<file path="src/design/ics_pkg.sv">
package ics_pkg;

  // Fixed field widths of the stream and configuration words
  localparam int PIX_W       = 8;
  localparam int IDX_W       = 12;
  localparam int SUM_W       = 24;
  localparam int WIDTH_W     = 13;
  localparam int HEIGHT_W    = 16;
  localparam int CFG_IDX_W   = 2;
  localparam int CFG_DATA_W  = 16;
  localparam int OUT_TDATA_W = 40;

  // Default line store depth
  localparam int MAX_WIDTH_DEF = 4096;

  // Output queue sizing
  localparam int FIFO_DEPTH = 8;
  localparam int FIFO_PTR_W = $clog2(FIFO_DEPTH);
  localparam int LEVEL_W    = $clog2(FIFO_DEPTH + 1);

  // Configuration register indexes
  typedef enum logic [CFG_IDX_W-1:0] {
    REG_GRADIENT_MODE,
    REG_IMAGE_WIDTH,
    REG_IMAGE_HEIGHT
  } ics_reg_t;

  // Per-pixel control flags handed from the front end to the accumulator
  typedef struct packed {
    logic acc;    // pixel updates a line store entry
    logic first;  // first row: entry is overwritten, not added to
    logic r0;     // emit the accumulated column
    logic r1;     // emit the trailing zero column (gradient mode)
    logic last0;  // accumulated column closes the frame
  } ics_ctl_t;

  // One finished column result
  typedef struct packed {
    logic             last;
    logic [SUM_W-1:0] sum;
    logic [IDX_W-1:0] idx;
  } ics_result_t;

endpackage

</file>
<file path="src/design/ics_front.sv">
module ics_front #(
  parameter int MAX_WIDTH = ics_pkg::MAX_WIDTH_DEF,
  parameter int COL_W     = $clog2(MAX_WIDTH)
) (
  input  logic                          clk,
  input  logic                          rst,
  input  logic                          accept,
  input  logic [ics_pkg::PIX_W-1:0]     pixel,
  input  logic                          gradient_mode,
  input  logic [ics_pkg::WIDTH_W-1:0]   image_width,
  input  logic [ics_pkg::HEIGHT_W-1:0]  image_height,
  output ics_pkg::ics_ctl_t             ctl,
  output logic [COL_W-1:0]              addr,
  output logic [COL_W-1:0]              col,
  output logic [ics_pkg::PIX_W-1:0]     value
);
  import ics_pkg::*;

  logic [COL_W-1:0]    column_position;
  logic [HEIGHT_W-1:0] row_position;
  logic [PIX_W-1:0]    previous_pixel;

  logic [31:0]         width_ext;
  logic [COL_W-1:0]    last_idx;
  logic [HEIGHT_W-1:0] last_row;
  logic                last_col;
  logic                final_row;
  logic [PIX_W-1:0]    diff;

  // Index of the last column, with zero taken as one and large widths saturated
  assign width_ext = 32'(image_width);
  always_comb begin
    if (width_ext == 32'd0) begin
      last_idx = '0;
    end else if (width_ext > 32'(MAX_WIDTH)) begin
      last_idx = COL_W'(MAX_WIDTH - 1);
    end else begin
      last_idx = COL_W'(width_ext - 32'd1);
    end
  end

  assign last_row  = (image_height == '0) ? '0 : image_height - 1'b1;
  assign last_col  = column_position >= last_idx;
  assign final_row = row_position >= last_row;
  assign col       = last_col ? last_idx : column_position;

  // Absolute horizontal difference against the previous pixel
  assign diff = (pixel > previous_pixel) ? pixel - previous_pixel
                                         : previous_pixel - pixel;

  // Store address, added value and the results this pixel produces
  always_comb begin
    ctl = '0;
    ctl.first = (row_position == '0);
    if (gradient_mode) begin
      ctl.acc   = (col != '0);
      addr      = col - 1'b1;
      value     = diff;
      ctl.r0    = final_row && (col != '0);
      ctl.r1    = final_row && last_col;
      ctl.last0 = 1'b0;
    end else begin
      ctl.acc   = 1'b1;
      addr      = col;
      value     = pixel;
      ctl.r0    = final_row;
      ctl.r1    = 1'b0;
      ctl.last0 = last_col;
    end
  end

  // Raster position and previous pixel advance on every accepted word
  always_ff @(posedge clk) begin
    if (rst) begin
      column_position <= '0;
      row_position    <= '0;
      previous_pixel  <= '0;
    end else if (accept) begin
      previous_pixel <= pixel;
      if (last_col) begin
        column_position <= '0;
        row_position    <= final_row ? '0 : row_position + 1'b1;
      end else begin
        column_position <= col + 1'b1;
      end
    end
  end

endmodule

</file>
<file path="config.mk">
export PLATFORM = sky130hd
export DESIGN_NAME = ics_front
export DESIGN_NICKNAME = d
export VERILOG_FILES = /design/src/design/ics_pkg.sv /design/src/design/ics_front.sv
export SDC_FILE = /design/constraint.sdc
export NUM_CORES = 1
export LEC_CHECK = 0
export ABC_AREA = 0
export BUFFER_PORTS_ARGS = -buffer_cell sky130_fd_sc_hd__buf_2
export CAP_MARGIN = 15
export CORE_MARGIN = 5
export CORE_UTILIZATION = 30
export DETAILED_ROUTE_END_ITERATION = 8
export PLACE_DENSITY = 0.58
export SLEW_MARGIN = 20
export SYNTH_ARGS = -nofsm -noshare
export SYNTH_HDL_FRONTEND = slang
export SYNTH_SLANG_ARGS = --single-unit
export TNS_END_PERCENT = 1
</file>
<file path="constraint.sdc">
create_clock -name clk -period 6.19 [get_ports clk]
set_input_delay 0.9285 -clock clk [delete_from_list [all_inputs] [get_ports clk]]
set_output_delay 0.9285 -clock clk [all_outputs]
set_load 0.01 [all_outputs]
</file>
==> flow_summary.yaml <==
grt:
  met2_usage: 0.233
  busiest_layer: "met2"
  grt_remaining_overflow: 0
  grt_max_degree: 26
  track_usage: 0.139
  grt_pass1_vias: 4169
  antenna_found_initial: 0
  grt_use_met3: 0.0185
  met1_usage: 0.192
  grt_pass1_wl_um: 19600
critical_path:
  cp-end-kind: "output pin"
  reg2regPathDepth: 15
  crit_type: "in -> out"
  cp_slowest_stage_delay_ps: 690
  worst-path-buf-inv: 2
  worstPathArrival_ps: 5020
  cp_num_cells: 15
  critPathMaxFanout: 8
  critPathRequiredTime_ps: 5260
  cp_top_family: "simple AND/OR/NAND/NOR gates"
  crit_path_cell_trace: "buf_2 -> or4_1 -> o41ai_4 -> a21boi_0 -> o31a_2 -> ha_1 -> nand4_1 -> nor2_1 -> a221oi_2 -> o21ai_4 -> or4_1 -> a211oi_1 -> nand4_1 -> and2_1 -> buf_2"
  slowest_stage: "or4_1"
  cp-start-kind: "input pin"
floorplanning:
  rows: 43
  io_pins: 78
  start_util: 0.307
  core_sq_mm: 0.0139
  dieArea_sq_mm: 0.0168
  dieWidth_um: 129
  die_y_um: 129
clocking:
  root_buffer: "clkbuf_16"
  cts_buffer_depth: 2
  clock-sinks: 36
  cts_tree: "done"
  insertion_delay_ps: 280
  cts-buffers-inserted: 5
  cts_max_level: 2
  clkTransAtPathRegs_ps: 50
yosys:
  synth_common_cells: "nor2_1 (72), nand2_1 (51), ha_1 (50)"
  postSynth.asyncResetShare: 0
  syn_area_sq_mm: 0.00428
  yosys_warnings: 0
  synth.most_common_cell: "nor2_1"
  synth_area_leaders: "dfxtp_1 (17%), ha_1 (15%), nor2_1 (6.3%)"
  synth_edf_count: 0
  synth_cell_types: 64
  ys_ff_latch: 36
  synth_cells: 576
  synth_fp_nets: 669
  yosys.area.top_type: "dfxtp_1"
  yosys_most_used_dff: "dfxtp_1"
  synthDominantCellAreaShare: 0.168
  seq_area_frac_synth: 0.168
  syn_area_per_cell_sq_um: 7.43
sta:
  tns_ps: 0
  slew_headroom: 0.647
  grt_setup_unrepaired: "no"
  finClkSkew_ps: 4.49
  setup-violations-final: 0
  period_needed_ps: 5950
  fmaxAchievable_mhz: 168
  drv_slew: 0
  hold_viol: 0
  worst_pin_slew_ps: 525
  period_share: 0.961
detailed_routing:
  first_pass_iters: 5
  drt-vias-per-instance: 5.14
  postRouteWirelength_um: 11800
  drtIter0Drc: 273
  wl_per_cell_um: 14.2
  drc: 0
  vias: 4288
  drtAntennaViolNets: 0
placed_design:
  dp_hpwl_um: 9600
  place_congestion: 0.901
  port_buffers: 77
hold_path:
  hold_path_depth: 2
  hp-class: "reg -> reg"
final_layout:
  nets: 747
  drive_gt1_frac: 0.186
  fillers: 1445
  area_delta_synth_final_pct: 18.7
  diodes: 0
status:
  status: "finished clean"
power:
  power_uw: 716
  p_per_area_mw_per_mm2: 141
  p_leak_nw: 2.40
  ir_drop_mv: 0.0960
run:
  drv_cap: 0
path summary, 6_finish.rpt:
kind	end	slack [ps]	start
worst min register to register	previous_pixel[7]	510	previous_pixel[7]
worst min-delay path	previous_pixel[7]	510	previous_pixel[7]
worst max-delay path	ctl[2]	240	image_width[9]
worst max register to register	column_position[8]	2950	column_position[10]
sequential cells by signal (all words and copies together) (netlist names):
name,cells
previous_pixel,8
row_position,16
column_position,12
metal layers:
layer | up-vias | wire (um) | share of wire
met1 | 1947 | 5580 | 0.47
li1 | 2192 | - | -
met4 | 0 | 195 | 0.016
met2 | 130 | 5440 | 0.46
met5 | - | 0 | 0
met3 | 19 | 604 | 0.051
cells in the final DEF, fill, tap and decap left out, types with 14 or more instances in the layout:
cell type   n
xnor2_1    26
nor3_1     20
nor2_1     72
xor2_1     22
buf_4      15
buf_2      77
inv_1      43
mux2i_1    25
dfxtp_1    36
o21ai_0    21
ha_1       50
nand4_1    14
nand2_1    51
a21oi_1    34
timing repair:
action / in CTS / in global routing
resized for setup: 0 / 4
setup buffers: 0 / 1
hold buffers: 0 / 0
endpoints found under the setup margin: 0 / 6
power by group:
group	internal [mW]	total, mW	switching (mW)
Combinational	0.100	0.232	0.131
Sequential	0.236	0.241	0.00438
Clock	0.150	0.243	0.0931
worst min-delay path: stages, from the launching register on:
cell,delay (ps)
dfxtp_1,320
mux2i_1,70
nor2_1,80
layout make-up:
class | count | area, sq um | share of cell area
Clock buffer | 7 | 133 | 0.0261
Multi-Input combinational cell | 476 | 3340 | 0.656
Tap cell | 180 | 225 | 0.0443
Timing Repair Buffer | 92 | 498 | 0.0980
Inverter | 43 | 161 | 0.0318
Sequential cell | 36 | 721 | 0.142
Clock inverter | 1 | 8.76 | 0.00172
through the flow:
stage	setup slack [ps]	area (sq um)	hold slack, ps	cells	util
floorplan	164	4280	460	576	-
global placement	232	4910	476	826	0.353
detailed placement	111	4910	505	826	0.353
CTS	85.7	5050	513	834	0.363
global route	27.5	5080	532	835	0.365
finish	244	5080	507	835	0.365
cell families after synthesis:
group / Yosys count / share of synthesized area
and+or+nand+nor: 235 / 0.277
AOI/OAI and AO/OA: 110 / 0.167
xor gates and xnor gates: 48 / 0.0982
buffers and inverters: 64 / 0.0596
muxes: 31 / 0.0742
DFF: 36 / 0.168
adders and majority gates: 52 / 0.156
Power figures use the tool's default switching activity.
