[config.mk]
export PLATFORM = sky130hd
export DESIGN_NAME = ics_out_fifo
export DESIGN_NICKNAME = d
export VERILOG_FILES = /design/src/design/ics_pkg.sv /design/src/design/ics_out_fifo.sv
export SDC_FILE = /design/constraint.sdc
export NUM_CORES = 1
export LEC_CHECK = 0
export BUFFER_PORTS_ARGS = -buffer_cell sky130_fd_sc_hd__buf_2
export CAP_MARGIN = 20
export CORE_ASPECT_RATIO = 2
export CORE_MARGIN = 10
export CORE_UTILIZATION = 30
export CTS_BUF_LIST = sky130_fd_sc_hd__clkbuf_8
export DETAILED_ROUTE_END_ITERATION = 8
export PLACE_DENSITY = 0.55
export SLEW_MARGIN = 25
export SYNTH_ARGS = -nofsm -noshare
export SYNTH_HDL_FRONTEND = slang
export SYNTH_SLANG_ARGS = --single-unit
export TNS_END_PERCENT = 5
[constraint.sdc]
create_clock -name clk -period 11.3 [get_ports clk]
set_input_delay 0.565 -clock clk [delete_from_list [all_inputs] [get_ports clk]]
set_output_delay 0.565 -clock clk [all_outputs]
set_load 0.03 [all_outputs]
[src/design/ics_pkg.sv]
package ics_pkg;

  // Fixed field widths of the stream and configuration words
  localparam int PIX_W       = 8;
  localparam int IDX_W       = 12;
  localparam int SUM_W       = 24;
  localparam int WIDTH_W     = 13;
  localparam int HEIGHT_W    = 16;
  localparam int CFG_IDX_W   = 2;
  localparam int CFG_DATA_W  = 16;
  localparam int OUT_TDATA_W = 40;

  // Default line store depth
  localparam int MAX_WIDTH_DEF = 4096;

  // Output queue sizing
  localparam int FIFO_DEPTH = 8;
  localparam int FIFO_PTR_W = $clog2(FIFO_DEPTH);
  localparam int LEVEL_W    = $clog2(FIFO_DEPTH + 1);

  // Configuration register indexes
  typedef enum logic [CFG_IDX_W-1:0] {
    REG_GRADIENT_MODE,
    REG_IMAGE_WIDTH,
    REG_IMAGE_HEIGHT
  } ics_reg_t;

  // Per-pixel control flags handed from the front end to the accumulator
  typedef struct packed {
    logic acc;    // pixel updates a line store entry
    logic first;  // first row: entry is overwritten, not added to
    logic r0;     // emit the accumulated column
    logic r1;     // emit the trailing zero column (gradient mode)
    logic last0;  // accumulated column closes the frame
  } ics_ctl_t;

  // One finished column result
  typedef struct packed {
    logic             last;
    logic [SUM_W-1:0] sum;
    logic [IDX_W-1:0] idx;
  } ics_result_t;

endpackage

[src/design/ics_out_fifo.sv]
module ics_out_fifo (
  input  logic                           clk,
  input  logic                           rst,
  input  logic                           push0,
  input  ics_pkg::ics_result_t           res0,
  input  logic                           push1,
  input  ics_pkg::ics_result_t           res1,
  input  logic                           pop,
  output ics_pkg::ics_result_t           head,
  output logic [ics_pkg::LEVEL_W-1:0]    level
);
  import ics_pkg::*;

  ics_result_t           slots [FIFO_DEPTH];
  logic [FIFO_PTR_W-1:0] wr_ptr;
  logic [FIFO_PTR_W-1:0] rd_ptr;
  logic [LEVEL_W-1:0]    push_n;

  assign push_n = LEVEL_W'(push0) + LEVEL_W'(push1);
  assign head   = slots[rd_ptr];

  // Up to two results enter per cycle, the earlier one first
  always_ff @(posedge clk) begin
    if (push0 || push1) begin
      slots[wr_ptr] <= push0 ? res0 : res1;
    end
    if (push0 && push1) begin
      slots[wr_ptr + 1'b1] <= res1;
    end
  end

  // Pointers and fill level
  always_ff @(posedge clk) begin
    if (rst) begin
      wr_ptr <= '0;
      rd_ptr <= '0;
      level  <= '0;
    end else begin
      wr_ptr <= wr_ptr + FIFO_PTR_W'(push_n);
      rd_ptr <= rd_ptr + FIFO_PTR_W'(pop);
      level  <= level + push_n - LEVEL_W'(pop);
    end
  end

endmodule

==> results of run 1 <==
registers in the layout, indices dropped and copies added, names as in the netlist:
register,cells
level,4
rd_ptr,3
slots,296
wr_ptr,3
worst max-delay path by stage:
stage / startpoint / endpoint / slack [ns] / cells past startpoint
3_5_place_dp: push0 / slots[4][8] / 7.50 / 8
3_3_place_gp: push0 / slots[4][8] / 7.55 / 8
6_report: rd_ptr[1] / head[19] / 7.68 / 4
4_1_cts: rd_ptr[1] / head[19] / 7.56 / 4
5_1_grt: rd_ptr[1] / head[22] / 7.49 / 4
2_1_floorplan: push0 / slots[1][0] / 6.61 / 6
where the power goes:
part	switching, µW	internal [µW]	leakage (µW)
clock	441	420	0.000478
combinational	374	273	0.00261
sequential	41.1	1390	0.00280
logic make-up (layout without fill, tap and decap cells):
group	count (synthesis)	in the layout	synth area share, %
other	0	1	0
muxes	444	444	36.87
AOI/OAI and AO/OA	10	10	0.3954
xor gates and xnor gates	6	6	0.4272
adders and majority gates	13	13	1.123
and+or+nand+nor	30	30	0.9964
DFF	306	306	57.45
buffers and inverters	67	232	2.737
synthesized netlist by cell type (2+ instances only):
library cell | instances | share of area (%)
mux2_2 | 368 | 26
edfxtp_1 | 296 | 56
mux4_2 | 74 | 11
buf_6 | 19 | 1.4
buf_2 | 16 | 0.51
inv_1 | 13 | 0.31
ha_1 | 11 | 0.87
dfxtp_1 | 10 | 1.3
clkbuf_1 | 8 | 0.19
buf_1 | 6 | 0.14
buf_4 | 5 | 0.24
nand2_1 | 5 | 0.12
nor2_1 | 5 | 0.12
nor2_2 | 4 | 0.16
nor2b_1 | 4 | 0.16
o22ai_1 | 4 | 0.16
nand3_1 | 3 | 0.095
nor3_1 | 3 | 0.095
a21oi_1 | 2 | 0.063
fa_1 | 2 | 0.25
mux2_1 | 2 | 0.14
nand2b_1 | 2 | 0.079
or2_2 | 2 | 0.079
xnor2_1 | 2 | 0.11
xor2_1 | 2 | 0.11
area by class of cell:
type | instances | area (µm²) | area share, %
sequential | 306 | 9097 | 50.54
multi-input combinational | 503 | 6427 | 35.71
tap | 665 | 832.0 | 4.623
timing repair buffer | 140 | 773.2 | 4.296
clock buffer | 49 | 674.4 | 3.747
clock inverter | 30 | 143.9 | 0.7994
inverter | 13 | 48.80 | 0.2711
antenna | 1 | 2.502 | 0.01390
per-layer routing:
metal | up-vias | GRT usage, % | routed length [µm] | part of all wire, %
li1 | 3824 | - | - | -
met1 | 4537 | 14.37 | 15980 | 35
met2 | 205 | 28.17 | 26080 | 58
met3 | 74 | 2.461 | 1838 | 4.1
met4 | 12 | 4.320 | 1078 | 2.4
met5 | - | 0 | 96 | 0.21
stage by stage:
stage	worst slack, ns	instance area, µm²	utilization [%]	cells
after CTS	7.562	18000	34.34	1706
after floorplan	6.612	15820	-	876
after detailed placement	7.501	17180	32.78	1627
after global placement	7.550	17150	32.72	1626
after global routing	7.486	18000	34.34	1707
final	7.677	18000	34.34	1707
critical path, delay by kind of cell (launching register included):
kind     cells  cell delay [ns]
buf+inv      2             0.83
flops        1             0.69
mux          2             0.93
==> impl_results.md, run 1 <==
* Status: complete, no violations
* Post-DP HPWL at roughly 29 mm
* CP max stage cell: dfxtp_4
* CORE AREA at 52410 µm²
* Data required, critical path at 10.74 ns
* Max-slew headroom at between 40% and 50%
* Max FO, Critical Path at 28
* Grt ovf at 0
* Worst Hold Endpoint: wr_ptr[1]
* R2R Path Start: wr_ptr[1]
* EDFF count, synth at approximately 300
* Width of the die at approximately 180 µm
* Final #Nets at between 1000 and 1500
* Hold depth at 2
* Setup Skew at ~0.018 ns
* DRT antenna net count at 0
* Startpoint types: register
* Worst-path clk slew at approximately 0.07 ns
* Pwr dens at around 160 nW/µm²
* HP Start: rst
* RSZ-0062 raised after global routing: false
* Largest stage delay, worst path at 0.69 ns
* Syn Std Cell Area at 15820 µm²
* Fin crit share at about a third
* Leak Pwr at just under 0.006 µW
* Synthesized area per cell at 18.06 µm²
* Via count of the first global-routing pass at a little under 10000
* Total CTS buffers at between 40 and 50
* Worst Setup End Kind: primary output
* First-pass GRT wire length at approximately 66 mm
* CTS tree: done
* Overall power at about 3000 µW
* Worst-Margin Slew at between 0.8 and 0.9 ns
* Initial DRC count at 506
* Post-CTS Hold Buffers at 0
* Synth Warn # at 0
* Post-cts gate resize count at 0
* Clock buffer depth at 3
* CTS H-tree lvls at 2
* Fill cells at 5109
* I/O pin count at 120
* Post-DR vias/cell at a little over 5
* Final max-slew violation count at 0
* Setup repair bufs after CTS at 0
* R2R setup slack at roughly 8.2 ns
* Largest net degree at the start of global routing at 48
* R2r worst-path depth at 6
* Via count at ~8700
* Most common cell after layout, fill and taps aside: mux2_2
* Seq cells post-synth at between 300 and 400
* Synth async-reset ratio at 0%
* Arrival @ worst endpoint at about 3 ns
* Die ar. at approximately 63000 µm²
* Initial Util at roughly 30%
* Clk_lat worst skew at around 0.58 ns
* DRC at 0
* VDD IR max at approximately 0.12 mV
* Final Hold Viols at 0
* Clock sinks at approximately 300
* Synth Flop Type: edfxtp_1
* Most frequent cells in the layout: mux2_2, edfxtp_1, buf_2, mux4_2, clkbuf_8
* Post-Route Setup TNS at 0 ns
* Count of port buffers added during placement at between 100 and 150
* R2r endpoint: slots[4][4]
* Hold slack at 0.3031 ns
* # rows at roughly 120
* Final WL at between 40 and 50 mm
* Root buf cell: clkbuf_8
* Area Growth Syn to Fin at 13.78%
* Tmin final at 3.623 ns
* Synthesized Nets at 968
* Max-cap violation count at 0
* Syn Inst Count at ~880
* Post-synth cell types at 33
* Layout cells sized above 1 at about 63%
* Crit Path Category: register to primary output
* Type of the tightest min-delay check: primary input to register
* Total global-route track usage at between 10% and 20%
* Final Wtd Congestion at 0.7632
* Initial antenna violation count at 7
* Drt first pass iters at 4
* Worst-path cell chain: buf_4, mux4_2, mux2_2, buf_2
* Achievable Freq at 276.0 MHz
* Endpoints failing setup at 0
* Routed length per instance at between 20 and 30 µm
* Chip height at around 340 µm
* Sequential fraction of the synthesis area at 57.45%
Note: power is estimated with default switching activity, not from simulation.
==> run 2, diff against run 1 <==
Settings changed: ABC_AREA set to 1, PLACE_DENSITY 0.55 to 0.54.
Clock period 11.3 ns to 3.6 ns, I/O delays scaled along.
==> impl_results.md, run 2 <==
* Status: complete, no violations
* Drt first pass iters at 5 (+1)
* Switching pwr at 3718 µW (+330%)
* Initial antenna violation count at 6 (-1)
* Largest area contributor in the netlist: edfxtp_1
* Met1 wire length at 24.36 mm (+52%)
* CTS H-tree lvls at 2 (unchanged)
* Max-cap violation count at 0 (unchanged)
* Arrival @ worst endpoint at 2.59 ns (-0.47 ns)
* Ranking of synthesized cells by area: edfxtp_1, nand2_1, nand3_1, inv_1, clkbuf_1
* Setup Skew at 0.02670 ns (+0.008791 ns)
* Clk_lat worst skew at 0.61 ns (+0.03 ns)
* Post-DP HPWL at 38.60 mm (+35%)
* Syn Std Cell Area at 18410 µm² (+16%)
* Count leader, synth: nand2_1
* Layout cells sized above 1 at 9.527% (-54 points)
* Routed wl met3 at 4.203 mm (+130%)
* Synthesized Nets at 2615 (+170%)
* Post-synth cell types at 23 (-30%)
* Fill cells at 6437 (+26%)
* Data required, critical path at 3.42 ns (-7.32 ns)
* Root buf cell: clkbuf_8
* Post-DR vias/cell at 4.897 (-3.4%)
* Top Metal Used: met5
* Synth Warn # at 0 (unchanged)
* Final worst slack at 0.8278 ns (-6.849 ns)
* Reg power frac at 44.1% (-4.6 points)
* Top Registers: slots: 296 flops, level: 4 flops
* Synthesized area per cell at 7.298 µm² (-60%)
* Via count of the first global-routing pass at 16252 (+67%)
* Post-cts gate resize count at 0 (unchanged)
* Chip height at 370.4 µm (+7.4%)
* # rows at 128 (+7.6%)
* Most common cell after layout, fill and taps aside: nand2_1
* Final Wtd Congestion at 0.8029 (+5.2%)
* EDFF count, synth at 296 (unchanged)
* Initial Util at 30.26% (+0.072 points)
* Startpoint types: register
* Clock buffer depth at 3 (unchanged)
* Worst Setup End Kind: primary output
* Via count at 16489 (+91%)
* Overall power at 10150 µW (+250%)
* Synth async-reset ratio at 0% (unchanged)
* First-pass GRT wire length at 98.18 mm (+49%)
* Width of the die at 195.2 µm (+7.0%)
* Clock Power Share at 26.8% (-2.5 points)
* Count of port buffers added during placement at 119 (unchanged)
* VDD IR max at 0.2339 mV (+96%)
* Worst path bufs/invs at 2 (unchanged)
* RSZ-0062 raised after global routing: false
* Max reg flops at 296 (unchanged)
* Most frequent cells in the layout: nand2_1, nand3_1, inv_1, edfxtp_1, buf_2
* Crit-path most repeated cell: nand2_1
* Area share of the largest cell type after synthesis at 48.27% (-7.9 points)
* P_int at 6431 µW (+210%)
* Reg with most FFs: slots
* Total global-route track usage at 17.40% (+3.3 points)
* Crit Path Category: register to primary output
* CTS tree: done
* Sequential fraction of the synthesis area at 49.36% (-8.1 points)
* Final max-slew violation count at 0 (unchanged)
* Endpoints failing setup at 0 (unchanged)
* Sw frac at 36.64% (+7.5 points)
* Max-slew headroom at 29.87% (-14 points)
* Largest net degree at the start of global routing at 150 (+210%)
* Part of the power in combinational logic at 29.1% (+7.1 points)
* Worst-path cell chain: buf_4, nand3_1, nand2_1, nand2_1, nand2_1, buf_2
* Clock sinks at 306 (unchanged)
* Met2 wire length at 33.84 mm (+30%)
* Die ar. at 72290 µm² (+15%)
* Final WL at 64.88 mm (+44%)
* Place WS at 0.9915 ns (-6.510 ns)
* Initial DRC count at 1441 (+180%)
* Grt ovf at 0 (unchanged)
* Largest stage delay, worst path at 0.80 ns (+0.11 ns)
* I/O pin count at 120 (unchanged)
* DRT antenna net count at 0 (unchanged)
* Fin crit share at between 70% and 80%
* Pwr dens at 493.2 nW/µm² (+200%)
* Routed length per instance at 19.27 µm (-27%)
* FF+latch area at 9097 µm² (unchanged)
* CORE AREA at 60860 µm² (+16%)
* Synth cell count leaders: nand2_1, nand3_1, inv_1, edfxtp_1, clkbuf_1
* Worst-path clk slew at 0.07 ns (about the same)
* Total CTS buffers at 44 (-6.4%)
* Max FO, Critical Path at 75 (+170%)
* Type of the tightest min-delay check: primary input to register
* Syn Inst Count at 2523 (+190%)
* Final Hold Viols at 0 (unchanged)
* Seq cells post-synth at 306 (unchanged)
* DRC at 0 (unchanged)
* Tmin final at 2.772 ns
* Achievable Freq at approximately 360 MHz
* Area Growth Syn to Fin at 11.76%
* Leak Pwr at 0.01029 µW (+75%)
* Cell family with most CP delay: buffers and inverters
* Final #Nets at 2641 (+140%)
* Multi-input gate area at 7266 µm² (+13%)
* CP max stage cell: buf_4
* Worst-Margin Slew at 1.052 ns (+0.2108 ns)
* Synth Flop Type: edfxtp_1
[run 2: what timing repair did]
action / in CTS / in global routing
endpoints found under the setup margin: 0 / 0
hold buffers: 18 / 0
setup buffers: 0 / 0
hold endpoints to repair: 98 / 0
[run 2: cell type report]
type	count	share of cell area (%)
clock inverters	31	0.7114
clock buffers	48	3.210
flip-flops and latches	306	44.21
inverters	323	5.928
diodes	5	0.06080
repair buffers	178	5.831
well taps	780	4.743
multi-input cells	1696	35.31
[run 2: tightest hold or removal path: stages]
cell,delay (ns)
buf_2,0.20
nand3_1,0.10
nand2_1,0.06
[run 2: layer usage]
layer	global-route usage, %	vias to the layer above
li1	-	7926
met1	19.50	7752
met2	31.96	656
met3	2.346	151
met4	7.722	4
met5	0	-
[run 2: stage by stage]
| stage | hold WS, ns | cells | utilization (%) | area, µm² | TNS (ns) |
|---|---|---|---|---|---|
| floorplan | 0.4091 | 2523 | - | 18410 | -104.27 |
| global placement | 0.5150 | 3265 | 32.16 | 19570 | 0 |
| detailed placement | 0.5435 | 3265 | 32.17 | 19580 | 0 |
| CTS | 0.00001182 | 3362 | 33.79 | 20570 | 0 |
| global route | 0.02955 | 3365 | 33.81 | 20570 | 0 |
| finish | 0.02844 | 3367 | 33.81 | 20580 | 0 |
[run 2: power by group through the flow]
stage / registers (µW) / clock network (µW) / logic, µW
6_report: 4470 / 2720 / 2950
5_1_grt: 4500 / 2900 / 3260
3_5_place_dp: 4550 / 0 / 2960
4_1_cts: 4470 / 2780 / 2990
2_1_floorplan: 4590 / 0 / 1940
3_3_place_gp: 4540 / 0 / 2910
[run 2: path summary, 6_finish.rpt]
kind,from,endpoint,slack (ns),cells after the start
setup / recovery,rd_ptr[1],head[34],0.83,6
hold / removal,res1[26],slots[2][26],0.03,3
setup reg to reg,wr_ptr[0],slots[2][13],1.16,6
hold reg to reg,level[0],level[0],0.63,3
[run 2: kinds of logic after synthesis]
kind of cell / share of synthesized area [%]
AOI/OAI and AO/OA: 0.2718
xor gates and xnor gates: 0.1427
DFF: 49.36
and+or+nand+nor: 37.26
adders and majority gates: 0.9649
buffers and inverters: 12.00
==> run 3, diff against run 2 <==
Clock period 3.6 ns to 2.6 ns, I/O delays scaled along.
==> impl_results.md, run 3 (synthesis gave the netlist of run 2 again) <==
* Clk_lat worst skew at 0.64 ns (+0.03 ns)
* Most common cell after layout, fill and taps aside: nand2_1
* Final worst slack at 0.1766 ns (-0.6512 ns)
* Width of the die at 195.2 µm (unchanged)
* Initial DRC count at 1431 (-0.69%)
* Startpoint types: register
* Area Growth Syn to Fin at 14.81%
* Status: complete, no violations
* Final #Nets at 2675 (+1.3%)
* Total global-route track usage at 17.50% (+0.098 points)
* R2R setup slack at 0.35 ns (-0.81 ns)
* Place WS at 0.3829 ns (-0.6086 ns)
* Drt first pass iters at 6 (+1)
* Endpoints failing setup at 0 (unchanged)
* Setup repair bufs after CTS at 0 (unchanged)
* Data required, critical path at 2.47 ns (-0.95 ns)
* DP Cell Count at 3273 (+0.25%)
* Worst-path cell chain: inv_6, buf_4, nand2_1, nand3_1, nand2_1, nand2_1, nand2_1, buf_2
* Via count at 16717 (+1.4%)
* Final max-slew violation count at 0 (unchanged)
* VDD IR max at 0.4216 mV (+80%)
* Max reg flops at 296 (unchanged)
* R2r worst-path depth at 6 (unchanged)
* I/O pin count at 120 (unchanged)
* Achievable Freq at slightly above 400 MHz
* Most frequent cells in the layout: nand2_1, nand3_1, inv_1, edfxtp_1, buf_2
* CORE AREA at 60860 µm² (unchanged)
* Leak Pwr at 0.01053 µW (+2.4%)
* Final WL at 65.87 mm (+1.5%)
* FF+latch area at 9097 µm² (unchanged)
* Max-cap violation count at 0 (unchanged)
* Largest net degree at the start of global routing at 150 (unchanged)
* R2r endpoint: slots[3][23]
* Worst Setup End Kind: primary output
* Worst Hold Endpoint: slots[3][8]
* Reg with most FFs: slots
* Initial Util at 30.26% (unchanged)
* Crit Path Category: register to primary output
* Chip height at 370.4 µm (unchanged)
* Clock sinks at 306 (unchanged)
* Total CTS buffers at 48 (+9.1%)
* Worst-Margin Slew at 0.8309 ns (-0.2211 ns)
* Initial antenna violation count at 3 (-3)
* Hold depth at 5 (+2)
* R2R Path Start: wr_ptr[0]
* Final Wtd Congestion at 0.8348 (+4.0%)
* HP Start: res0[8]
* Hold slack at 0.06895 ns (+0.04051 ns)
* Final Hold Viols at 0 (unchanged)
* Overall power at 14430 µW (+42%)
* Tmin final at between 2 and 2.5 ns
* Count of port buffers added during placement at 119 (unchanged)
* Worst-path clk slew at 0.07 ns (about the same)
* Setup Skew at 0.04411 ns (+0.01741 ns)
* Type of the tightest min-delay check: primary input to register
* Root buf cell: clkbuf_8
* Post-DR vias/cell at 4.921 (+0.49%)
* Routed length per instance at 19.39 µm (+0.63%)
* Multi-input gate area at 7266 µm² (unchanged)
* Clock buffer depth at 3 (unchanged)
* CTS H-tree lvls at 2 (unchanged)
* Crit-path most repeated cell: nand2_1
* Post-Route Setup TNS at 0 ns (unchanged)
* Largest stage delay, worst path at 0.39 ns (-0.41 ns)
* Fin crit share at between 90% and 100%
* Top Registers: slots: 296 flops, level: 4 flops
* Fill cells at 6427 (-0.16%)
* Post-route insts no fill at 3397 (+0.89%)
* Pwr dens at 682.6 nW/µm² (+38%)
* CP max stage cell: dfxtp_4
* Via count of the first global-routing pass at 16431 (+1.1%)
* Max-slew headroom at 44.61% (+15 points)
* # rows at 128 (unchanged)
* Die ar. at 72290 µm² (unchanged)
* Layout cells sized above 1 at 10.05% (+0.53 points)
* RSZ-0062 raised after global routing: false
* DRC at 0 (unchanged)
* DRT antenna net count at 0 (unchanged)
* Max FO, Critical Path at 49 (-35%)
* Grt ovf at 0 (unchanged)
* First-pass GRT wire length at 98.72 mm (+0.55%)
* CTS tree: done
* Post-DP HPWL at 38.40 mm (-0.51%)
* Arrival @ worst endpoint at 2.29 ns (-0.30 ns)
-- run 3: layer usage --
layer	track usage, %	vias to the layer above	wire (µm)
met2	32.35	679	34090
met4	6.823	2	2378
met3	2.083	131	4196
li1	-	7995	-
met1	19.96	7910	25200
met5	0	-	11
-- run 3: repair_timing --
| item | in CTS | in global routing |
|---|---|---|
| pin swaps | 0 | 0 |
| endpoints found under the hold margin | 306 | 0 |
| hold buffers | 39 | 0 |
| gates resized for setup | 1 | 1 |
| setup endpoints to repair | 5 | 6 |
| cloned | 0 | 1 |
-- run 3: stage by stage --
stage / utilization (%) / area, µm²
floorplan: - / 18410
global placement: 32.59 / 19830
detailed placement: 32.59 / 19830
CTS: 34.68 / 21100
global route: 34.74 / 21140
finish: 34.74 / 21140
-- run 3: layout make-up --
cell class,count,area share [%]
diodes,1,0.01184
clock buffers,51,3.320
clock inverters,32,0.8286
inverters,323,5.770
multi-input cells,1696,34.37
flip-flops and latches,306,43.03
well taps,780,4.616
repair buffers,208,8.055
-- run 3: how the worst max path moves through the flow --
stage                   start          end  depth (start not counted)
floorplan               push0  slots[4][0]                          5
global placement        push0  slots[4][2]                          6
detailed placement      push0  slots[4][4]                          6
CTS                 rd_ptr[0]      head[3]                          7
global route        rd_ptr[0]      head[9]                          8
finish              rd_ptr[0]      head[9]                          8
-- run 3: where the power goes --
group	leakage (µW)	switching [µW]	internal (µW)	total, µW
logic	0.00720	3070	1160	4230
registers	0.00282	142	6060	6200
clock network	0.000513	2080	1920	4000
-- run 3: critical path: cells and delay by family, from the launching register on --
family | cells | cell delay, ns
AND/OR/NAND/NOR | 5 | 0.39
flip-flops | 1 | 0.39
buffers and inverters | 3 | 0.91
